### src/hw/rtl/assert_macros.svh
// Assertion macros used by the top level of the lowest common ancestor unit.
// Depends on nothing; files that use BLL_ASSERT must have clk_i and rst_ni in scope.
`ifndef ASSERT_MACROS_SVH
`define ASSERT_MACROS_SVH

// Concurrent assertion on an explicit clock and active-low reset.
`define BLL_ASSERT_CLK(lbl, clk, rst_n, prop, msg) \
  lbl: assert property (@(posedge clk) disable iff (!rst_n) prop) \
    else $error(msg);

// Concurrent assertion on the module's own clk_i and rst_ni.
`define BLL_ASSERT(lbl, prop, msg) `BLL_ASSERT_CLK(lbl, clk_i, rst_ni, prop, msg)

`endif

### src/hw/rtl/bllca_pkg.sv
// Shared types and constants of the binary lifting lowest common ancestor unit.
// Depends on nothing; used by the controller, the memories and the top level.
package bllca_pkg;

  // Width of every node number and depth on the ports.
  localparam int NodeW = 10;

  // Default tree size and number of lifting levels.
  localparam int DefNodes  = 1024;
  localparam int DefLevels = 10;

  typedef logic [NodeW-1:0] node_t;

  // Operation codes of an input word.
  typedef enum logic [1:0] {
    OP_LOAD  = 2'd0,
    OP_BUILD = 2'd1,
    OP_QUERY = 2'd2
  } op_e;

  // Controller states.
  typedef enum logic [3:0] {
    ST_IDLE,
    ST_BLD_RD1,
    ST_BLD_RD2,
    ST_BLD_WR,
    ST_Q_DEP,
    ST_Q_LIFT,
    ST_Q_DESC,
    ST_Q_LAST,
    ST_Q_FIN,
    ST_Q_RES
  } state_e;

  // Controller status seen by the top level.
  typedef struct packed {
    state_e state;
    node_t  node_a;
    node_t  node_b;
  } ctrl_status_t;

endpackage

### src/hw/rtl/bllca_ctrl.sv
// Sequencer of the lowest common ancestor unit: loads, table build and queries.
// Drives both memories and holds the output register. Depends on bllca_pkg.
module bllca_ctrl #(
  parameter int NODES  = bllca_pkg::DefNodes,
  parameter int LEVELS = bllca_pkg::DefLevels
) (
  input  logic                                         clk_i,
  input  logic                                         rst_ni,
  input  logic                                         in_valid_i,
  output logic                                         in_stall_o,
  input  logic [1:0]                                   op_i,
  input  bllca_pkg::node_t                             node_a_i,
  input  bllca_pkg::node_t                             node_b_i,
  input  bllca_pkg::node_t                             parent_node_i,
  input  bllca_pkg::node_t                             depth_value_i,
  output logic                                         out_valid_o,
  input  logic                                         out_stall_i,
  output bllca_pkg::node_t                             ancestor_node_o,
  output logic                                         jmp_we_o,
  output logic [$clog2(NODES)-1:0]                     jmp_wnode_o,
  output logic [((LEVELS > 1) ? $clog2(LEVELS) : 1)-1:0] jmp_wlvl_o,
  output bllca_pkg::node_t                             jmp_wdata_o,
  output logic [$clog2(NODES)-1:0]                     jmp_ra_node_o,
  output logic [((LEVELS > 1) ? $clog2(LEVELS) : 1)-1:0] jmp_ra_lvl_o,
  output logic [$clog2(NODES)-1:0]                     jmp_rb_node_o,
  output logic [((LEVELS > 1) ? $clog2(LEVELS) : 1)-1:0] jmp_rb_lvl_o,
  input  bllca_pkg::node_t                             jmp_rdata_a_i,
  input  bllca_pkg::node_t                             jmp_rdata_b_i,
  output logic                                         dep_we_o,
  output logic [$clog2(NODES)-1:0]                     dep_waddr_o,
  output bllca_pkg::node_t                             dep_wdata_o,
  output logic [$clog2(NODES)-1:0]                     dep_raddr_a_o,
  output logic [$clog2(NODES)-1:0]                     dep_raddr_b_o,
  input  bllca_pkg::node_t                             dep_rdata_a_i,
  input  bllca_pkg::node_t                             dep_rdata_b_i,
  output bllca_pkg::ctrl_status_t                      status_o
);

  localparam int AW    = $clog2(NODES);
  localparam int LW    = (LEVELS > 1) ? $clog2(LEVELS) : 1;
  localparam int LiftN = (LEVELS < bllca_pkg::NodeW) ? LEVELS : bllca_pkg::NodeW;
  localparam bllca_pkg::node_t LiftMask = bllca_pkg::node_t'((32'd1 << LiftN) - 32'd1);

  bllca_pkg::state_e state_q, state_d;
  bllca_pkg::node_t  a_q, a_d;
  bllca_pkg::node_t  b_q, b_d;
  bllca_pkg::node_t  diff_q, diff_d;
  bllca_pkg::node_t  res_q, res_d;
  bllca_pkg::node_t  out_data_q, out_data_d;
  logic [LW-1:0]     lvl_q, lvl_d;
  logic [AW-1:0]     bn_q, bn_d;
  logic              pend_q, pend_d;
  logic              out_valid_q, out_valid_d;

  bllca_pkg::node_t  a_lift;
  bllca_pkg::node_t  a_desc;
  bllca_pkg::node_t  b_desc;
  logic              desc_jump;
  logic              slot_free;
  logic              a_in_range;
  logic              b_in_range;
  logic              par_in_range;
  logic [AW-1:0]     bld_mid;

  // The pending flag says that a read was issued last cycle, so the jump memory data
  // replaces the held node; in the descent, only where the two read nodes differ.
  assign a_lift    = pend_q ? jmp_rdata_a_i : a_q;
  assign desc_jump = pend_q && (jmp_rdata_a_i != jmp_rdata_b_i);
  assign a_desc    = desc_jump ? jmp_rdata_a_i : a_q;
  assign b_desc    = desc_jump ? jmp_rdata_b_i : b_q;

  assign slot_free    = !out_valid_q || !out_stall_i;
  assign a_in_range   = int'(node_a_i) < NODES;
  assign b_in_range   = int'(node_b_i) < NODES;
  assign par_in_range = int'(parent_node_i) < NODES;
  assign bld_mid      = (int'(jmp_rdata_a_i) < NODES) ? AW'(jmp_rdata_a_i) : bn_q;

  always_comb begin
    state_d     = state_q;
    a_d         = a_q;
    b_d         = b_q;
    diff_d      = diff_q;
    res_d       = res_q;
    lvl_d       = lvl_q;
    bn_d        = bn_q;
    pend_d      = 1'b0;
    out_valid_d = out_valid_q && out_stall_i;
    out_data_d  = out_data_q;

    in_stall_o    = 1'b1;
    jmp_we_o      = 1'b0;
    jmp_wnode_o   = bn_q;
    jmp_wlvl_o    = lvl_q;
    jmp_wdata_o   = jmp_rdata_a_i;
    jmp_ra_node_o = '0;
    jmp_ra_lvl_o  = '0;
    jmp_rb_node_o = '0;
    jmp_rb_lvl_o  = '0;
    dep_we_o      = 1'b0;
    dep_waddr_o   = AW'(node_a_i);
    dep_wdata_o   = depth_value_i;
    dep_raddr_a_o = AW'(node_a_i);
    dep_raddr_b_o = AW'(node_b_i);

    unique case (state_q)
      bllca_pkg::ST_IDLE: begin
        in_stall_o = 1'b0;
        if (in_valid_i) begin
          unique case (op_i)
            bllca_pkg::OP_LOAD: begin
              if (a_in_range) begin
                jmp_we_o    = 1'b1;
                jmp_wnode_o = AW'(node_a_i);
                jmp_wlvl_o  = '0;
                jmp_wdata_o = par_in_range ? parent_node_i : node_a_i;
                dep_we_o    = 1'b1;
              end
            end
            bllca_pkg::OP_BUILD: begin
              if (LEVELS > 1) begin
                bn_d    = '0;
                lvl_d   = LW'(1);
                state_d = bllca_pkg::ST_BLD_RD1;
              end
            end
            bllca_pkg::OP_QUERY: begin
              a_d = node_a_i;
              b_d = node_b_i;
              if (a_in_range && b_in_range) begin
                state_d = bllca_pkg::ST_Q_DEP;
              end else begin
                res_d   = '0;
                state_d = bllca_pkg::ST_Q_RES;
              end
            end
            default: begin
            end
          endcase
        end
      end

      bllca_pkg::ST_BLD_RD1: begin
        jmp_ra_node_o = bn_q;
        jmp_ra_lvl_o  = lvl_q - LW'(1);
        state_d       = bllca_pkg::ST_BLD_RD2;
      end

      bllca_pkg::ST_BLD_RD2: begin
        jmp_ra_node_o = bld_mid;
        jmp_ra_lvl_o  = lvl_q - LW'(1);
        state_d       = bllca_pkg::ST_BLD_WR;
      end

      bllca_pkg::ST_BLD_WR: begin
        // Write this entry and start the first read of the next one.
        jmp_we_o = 1'b1;
        if (bn_q == AW'(NODES - 1)) begin
          bn_d = '0;
          if (lvl_q == LW'(LEVELS - 1)) begin
            state_d = bllca_pkg::ST_IDLE;
          end else begin
            lvl_d         = lvl_q + LW'(1);
            jmp_ra_node_o = '0;
            jmp_ra_lvl_o  = lvl_q;
            state_d       = bllca_pkg::ST_BLD_RD2;
          end
        end else begin
          bn_d          = bn_q + AW'(1);
          jmp_ra_node_o = bn_q + AW'(1);
          jmp_ra_lvl_o  = lvl_q - LW'(1);
          state_d       = bllca_pkg::ST_BLD_RD2;
        end
      end

      bllca_pkg::ST_Q_DEP: begin
        if (dep_rdata_a_i < dep_rdata_b_i) begin
          a_d    = b_q;
          b_d    = a_q;
          diff_d = (dep_rdata_b_i - dep_rdata_a_i) & LiftMask;
        end else begin
          diff_d = (dep_rdata_a_i - dep_rdata_b_i) & LiftMask;
        end
        lvl_d   = '0;
        state_d = bllca_pkg::ST_Q_LIFT;
      end

      bllca_pkg::ST_Q_LIFT: begin
        a_d = a_lift;
        if (diff_q != '0) begin
          jmp_ra_node_o = AW'(a_lift);
          jmp_ra_lvl_o  = lvl_q;
          pend_d        = diff_q[0];
          diff_d        = diff_q >> 1;
          lvl_d         = lvl_q + LW'(1);
        end else if (a_lift == b_q) begin
          res_d   = a_lift;
          state_d = bllca_pkg::ST_Q_RES;
        end else begin
          lvl_d   = LW'(LEVELS - 1);
          state_d = bllca_pkg::ST_Q_DESC;
        end
      end

      bllca_pkg::ST_Q_DESC: begin
        a_d           = a_desc;
        b_d           = b_desc;
        jmp_ra_node_o = AW'(a_desc);
        jmp_ra_lvl_o  = lvl_q;
        jmp_rb_node_o = AW'(b_desc);
        jmp_rb_lvl_o  = lvl_q;
        pend_d        = 1'b1;
        if (lvl_q == '0) begin
          state_d = bllca_pkg::ST_Q_LAST;
        end else begin
          lvl_d = lvl_q - LW'(1);
        end
      end

      bllca_pkg::ST_Q_LAST: begin
        a_d           = a_desc;
        b_d           = b_desc;
        jmp_ra_node_o = AW'(a_desc);
        jmp_ra_lvl_o  = '0;
        state_d       = bllca_pkg::ST_Q_FIN;
      end

      bllca_pkg::ST_Q_FIN: begin
        res_d   = jmp_rdata_a_i;
        state_d = bllca_pkg::ST_Q_RES;
      end

      bllca_pkg::ST_Q_RES: begin
        if (slot_free) begin
          out_valid_d = 1'b1;
          out_data_d  = res_q;
          state_d     = bllca_pkg::ST_IDLE;
        end
      end

      default: begin
        state_d = bllca_pkg::ST_IDLE;
      end
    endcase
  end

  always_ff @(posedge clk_i or negedge rst_ni) begin
    if (!rst_ni) begin
      state_q     <= bllca_pkg::ST_IDLE;
      pend_q      <= 1'b0;
      out_valid_q <= 1'b0;
    end else begin
      state_q     <= state_d;
      pend_q      <= pend_d;
      out_valid_q <= out_valid_d;
    end
  end

  always_ff @(posedge clk_i) begin
    a_q        <= a_d;
    b_q        <= b_d;
    diff_q     <= diff_d;
    res_q      <= res_d;
    lvl_q      <= lvl_d;
    bn_q       <= bn_d;
    out_data_q <= out_data_d;
  end

  assign out_valid_o     = out_valid_q;
  assign ancestor_node_o = out_data_q;

  assign status_o.state  = state_q;
  assign status_o.node_a = a_q;
  assign status_o.node_b = b_q;

endmodule

### config.mk
export PLATFORM = sky130hd
export DESIGN_NAME = bllca_ctrl
export DESIGN_NICKNAME = d
export VERILOG_FILES = /design/src/hw/rtl/assert_macros.svh /design/src/hw/rtl/bllca_pkg.sv /design/src/hw/rtl/bllca_ctrl.sv
export SDC_FILE = /design/constraint.sdc
export NUM_CORES = 1
export LEC_CHECK = 0
export BUFFER_PORTS_ARGS = -buffer_cell sky130_fd_sc_hd__buf_2
export CAP_MARGIN = 20
export CORE_MARGIN = 8
export CORE_UTILIZATION = 50
export CTS_CLUSTER_SIZE = 14
export DETAILED_ROUTE_END_ITERATION = 12
export GPL_TIMING_DRIVEN = 1
export PLACE_DENSITY = 0.89
export SYNTH_ARGS = -nofsm -noshare
export SYNTH_HDL_FRONTEND = slang
export SYNTH_SLANG_ARGS = --single-unit
### constraint.sdc
create_clock -name clk_i -period 2.7 [get_ports clk_i]
set_input_delay 0.135 -clock clk_i [delete_from_list [all_inputs] [get_ports clk_i]]
set_output_delay 0.135 -clock clk_i [all_outputs]
set_load 0.005 [all_outputs]
=== After elaboration in Yosys (flattened, before gate mapping) ===
Index checks and enable logic that the tools add are counted.

* Flip-flop bits (word level): 70
* Input bits: 86
* Word-level logic and storage cells: 134

* $add $sub $neg: 5
* Order comparisons: 1
* Equality and inequality tests: 29
* Mux-type cells: 64
* Reduce and logical (&&, ||, !) cells: 25

{| class="wikitable"
|+ Operators with widths
! cell !! number
|-
| 2-to-1 mux 10 bit || 24
|-
| 2-to-1 mux 4 bit || 20
|-
| one-hot mux 10 bit (2 select lines) || 3
|-
| one-hot mux 10 bit (5 select lines) || 1
|-
| one-hot mux 10 bit (4 select lines) || 1
|-
| one-hot mux 4 bit (10 select lines) || 1
|-
| one-hot mux 10 bit (3 select lines) || 1
|-
| != test 2 bit (second input constant) || 10
|-
| one-hot mux 4 bit (5 select lines) || 1
|-
| subtractor 10 bit || 2
|-
| equality test 4 x 3 -> 1 bit (second input constant) || 4
|-
| one-hot mux 4 bit (4 select lines) || 1
|-
| equality test 4 bit (second input constant) || 3
|-
| adder 10 x 1 -> 10 bit (second input constant) || 1
|-
| equality test 10 bit || 1
|-
| equality test 10 bit (second input constant) || 1
|-
| < comparator 10 bit || 1
|-
| != test 10 bit || 1
|-
| nonzero test 10 bit || 1
|-
| equality test 4 x 2 -> 1 bit (second input constant) || 2
|-
| zero test 4 bit || 2
|-
| one-hot mux 4 bit (2 select lines) || 1
|-
| AND reduction 4 bit || 2
|-
| 2-to-1 mux 1 bit || 7
|-
| 23 further kinds || 32
|}

=== Longest topological paths before layout ===
* Word-level depth: 5
* Mapped depth: 11
* Mapped depth without buffers: 10

=== Worst setup path after synthesis ===
OpenSTA, ideal clock, no wires.

* Path type: input to register
* Start point: in dep_rdata_a_i[4]
* End point: reg b_q[0] (enable)
* Data arrival time: 2.121 ns
* Data required time: 2.322 ns
* Path slack: 0.202 ns
* Stages on the path: 10
* Path buffers: 2
* Path through: inv_1 > ha_1 > clkbuf_1 > a21oi_1 > nand2_1 > a221oi_2 > buf_2 > a32oi_1 > o21ai_0 > nor2b_1

* Cells in the longest elaborated chain, start to end: 3

{| class="wikitable"
|+ Ends and longest elaborated chain
! what !! line !! text
|-
| start, declared || bllca_ctrl.sv:34 || <nowiki>input bllca_pkg::node_t dep_rdata_a_i,</nowiki>
|-
| < comparator 10 bit || bllca_ctrl.sv:176 || <nowiki>if (dep_rdata_a_i < dep_rdata_b_i) begin</nowiki>
|-
| != test 2 bit (no source line) || - ||
|-
| AND reduction 4 bit (no source line) || - ||
|-
| end signal, assigned || bllca_ctrl.sv:260 || <nowiki>b_q <= b_d;</nowiki>
|-
| end, declared || bllca_ctrl.sv:46 || <nowiki>bllca_pkg::node_t b_q, b_d;</nowiki>
|}

Every way passes these cells.
A chain may end at the register's enable or synchronous reset.

=== Final worst setup path ===
* Start point: reg diff_q[4]
* End point: out jmp_ra_node_o[9]

* Cells in the longest elaborated chain, start to end: 3

{| class="wikitable"
|+ Ends and longest elaborated chain
! what !! line !! text
|-
| start, declared || bllca_ctrl.sv:47 || <nowiki>bllca_pkg::node_t diff_q, diff_d;</nowiki>
|-
| start signal, assigned || bllca_ctrl.sv:261 || <nowiki>diff_q <= diff_d;</nowiki>
|-
| nonzero test 10 bit || bllca_ctrl.sv:189 || <nowiki>if (diff_q != '0) begin</nowiki>
|-
| 2-to-1 mux 10 bit || bllca_ctrl.sv:189 ||
|-
| one-hot mux 10 bit (5 select lines) || bllca_ctrl.sv:105 || <nowiki>unique case (state_q)</nowiki>
|-
| end, declared || bllca_ctrl.sv:23 || <nowiki>output logic [$clog2(NODES)-1:0] jmp_ra_node_o,</nowiki>
|}

Every way passes these cells.

==> impl_metrics.json <==
{
  "status": "finished clean",
  "clockPowerShare_pct": 16.2,
  "fin_skew_ns": 0.00840,
  "grt_first_pass_wirelength_um": 31800,
  "drive_gt1_share_pct": 35.0,
  "hold_path.class": "in2reg",
  "std_cell_rows": 40,
  "syn_area_um2": 6060,
  "p_int_mw": 4.52,
  "fin_tns_setup_ns": 0,
  "ys_top_cells_by_count": "nor2_1, edfxtp_1, a21oi_1",
  "dr.pass1.iters": 6,
  "regArea_um2": 2070,
  "hold_viol": 0,
  "insertion_delay_ns": 0.34,
  "synth_xor_area_share_pct": 5.35,
  "synth-edff-count": 64,
  "io_buffers": 195,
  "multiInputGateArea_um2": 3430,
  "tritoncts": "done",
  "synthMuxAreaShare_pct": 9.93,
  "wire_per_inst_um": 20.3,
  "cts.clk_slew.worst_paths_ns": 0.06,
  "die_area_um2": 15900,
  "fin_cells": 1015,
  "power-per-cell-area_nw_per_um2": 1100,
  "vias": 6190,
  "r2r_slack_ns": 0.27,
  "async_reset_ff_share_pct": 8.57,
  "initial_core_util_pct": 50.9,
  "cp_max_fo": 7,
  "finalSetupViolations": 0,
  "required_ns": 2.57,
  "cts_max_path_buffers": 2,
  "grt-ovfl-total": 0,
  "drt_iter0_drc": 706,
  "ys.flop_type": "edfxtp_1",
  "drv_slew": 0,
  "synth_nets": 803,
  "ir_drop_mv": 0.502,
  "cts_buffers": 9,
  "power_frac_seq_pct": 28.7,
  "synth_top_family_by_area": "simple AND/OR/NAND/NOR gates",
  "route.detailed.drc": 0,
  "antenna_left": 0,
  "fp.dieH_um": 126,
  "coreArea_um2": 11900,
  "hpwlAfterDp_um": 15900,
  "clock-sinks": 70,
  "area_delta_synth_final_pct": 22.8,
  "yosysTopAreaCell": "edfxtp_1",
  "cp-end-kind": "output pin",
  "pin_count": 216,
  "synth_simple_gate_area_share_pct": 17.9,
  "arrival_ns": 2.48,
  "yosys.area_share.adder_pct": 5.41,
  "synth_cell_types": 64,
  "worstMarginPinSlew_ns": 0.771,
  "critPathKind": "reg2out",
  "synth_compound_area_share_pct": 17.5,
  "grt_max_degree": 33,
  "yosysMostFrequentCell": "nor2_1",
  "h-tree-depth": 3,
  "dp_cells": 993,
  "cp-start-kind": "flop",
  "ys_ff_latch": 70,
  "num-nets-final": 974,
  "n_fill_cell": 980,
  "final_util_pct": 62.5,
  "slew_headroom_pct": 48.4,
  "ys_top_cells_by_area": "edfxtp_1, nor2_1, mux2_2",
  "finalCriticalPeriod_ns": 2.62,
  "totalPowerFinal_mw": 8.18,
  "synth_top_area_share_pct": 31.7,
  "ys_seq_area_share_pct": 34.2,
  "track_usage_pct": 24.8,
  "clock_tree.root_cell": "clkbuf_16",
  "synthCells": 692,
  "combPwrFrac_pct": 55.1,
  "min_period_over_period_pct": 97.0,
  "leakage_nw": 3.34,
  "grt_pass1_vias": 5962,
  "power.switching_mw": 3.66,
  "drt-total-wl_um": 20600,
  "syn_avg_cell_area_um2": 8.76,
  "fp.dieW_um": 126,
  "maxCapViolCount": 0,
  "via_per_inst": 6.10,
  "place.gp.congestion": 0.925,
  "hold_ws_ns": 0.116,
  "swShare_pct": 44.8,
  "antenna_found_initial": 0,
  "antenna_cells": 0,
  "yosysWarnings": 0,
  "fmax_mhz": 382
}
==> repair_timing <==
action,CTS,global route
resized for setup,0,6
setup buffers,0,5
hold endpoints to repair,6,0
hold buffers,1,0
setup endpoints to repair,0,37
==> logic make-up (layout without fill, tap and decap cells) <==
group                    count (synthesis)  in the layout
AO/OA/AOI/OAI                          167            167
XOR/XNOR                                37             37
adder cells (fa/ha/maj)                 25             25
buffers and inverters                  106            282
flip-flops                              70             70
multiplexers                            56             56
AND/OR/NAND/NOR                        231            231
==> worst max-delay path: stages (launching register included) <==
cell	delay, ns
edfxtp_1	0.41
nor4_2	0.30
nand3_2	0.13
and2_4	0.19
a22o_4	0.27
a222oi_1	0.32
or3b_1	0.38
buf_2	0.14
==> per-stage QoR <==
step	instance area (um2)	setup slack (ns)
final	7440	0.0812
after global routing	7440	-0.0166
after CTS	7380	0.0104
after detailed placement	7040	0.176
after global placement	7040	0.249
after floorplan	6060	0.202
==> placed cells by master, fill, tap and decap left out, types with 11 or more instances in the layout <==
cell type,synthesis,final
mux2i_1,25,25
xnor2_1,26,26
xor2_1,11,11
edfxtp_1,64,64
nor2_1,97,96
a21oi_1,58,58
o21ai_0,32,32
mux2_2,30,30
nand3_1,29,29
a31oi_1,19,19
buf_4,43,41
nand2_1,52,52
buf_2,12,195
inv_1,28,28
ha_1,23,22
==> power by group through the flow <==
stage	clock network [mW]	registers [mW]	logic, mW
after floorplan	0	2.15	2.74
after global placement	0	2.32	4.25
after detailed placement	0	2.33	4.34
after CTS	1.31	2.32	4.38
after global routing	1.36	2.38	4.86
final	1.32	2.35	4.51
==> per-layer routing <==
layer  GRT usage, %  part of all wire (%)
met3           7.51                    13
met4           11.3                   3.5
met1           28.8                    36
met2           41.4                    47
met5              0                     0
==> flip-flops by register name, summed over array words and instances, names as in the netlist <==
register,cells
diff_q,10
ancestor_node_o,10
lvl_q,4
bn_q,10
res_q,10
out_valid_o,1
b_q,10
a_q,10
state_q,4
pend_q,1
==> cell type report <==
type,instances,area share [%]
clock inverter,7,1.41
tap,147,2.47
sequential,70,27.9
inverter,28,1.41
clock buffer,9,3.03
timing repair buffer,238,17.7
multi-input combinational,516,46.1
==> final timing paths <==
path	from	end	depth (start not counted)
worst max register to register	pend_q$_DFF_PN0_	res_q[1]$_DFFE_PP_	7
min in group asynchronous	rst_ni	state_q[2]$_DFFE_PN0P_	2
worst min register to register	res_q[9]$_DFFE_PP_	ancestor_node_o[9]$_DFFE_PP_	0
worst min-delay path	out_stall_i	out_valid_o$_DFF_PN0_	3
worst max-delay path	diff_q[4]$_DFFE_PP_	jmp_ra_node_o[9]	7
max in group asynchronous	rst_ni	pend_q$_DFF_PN0_	2
No activity file was read; power rests on OpenSTA's default activity.
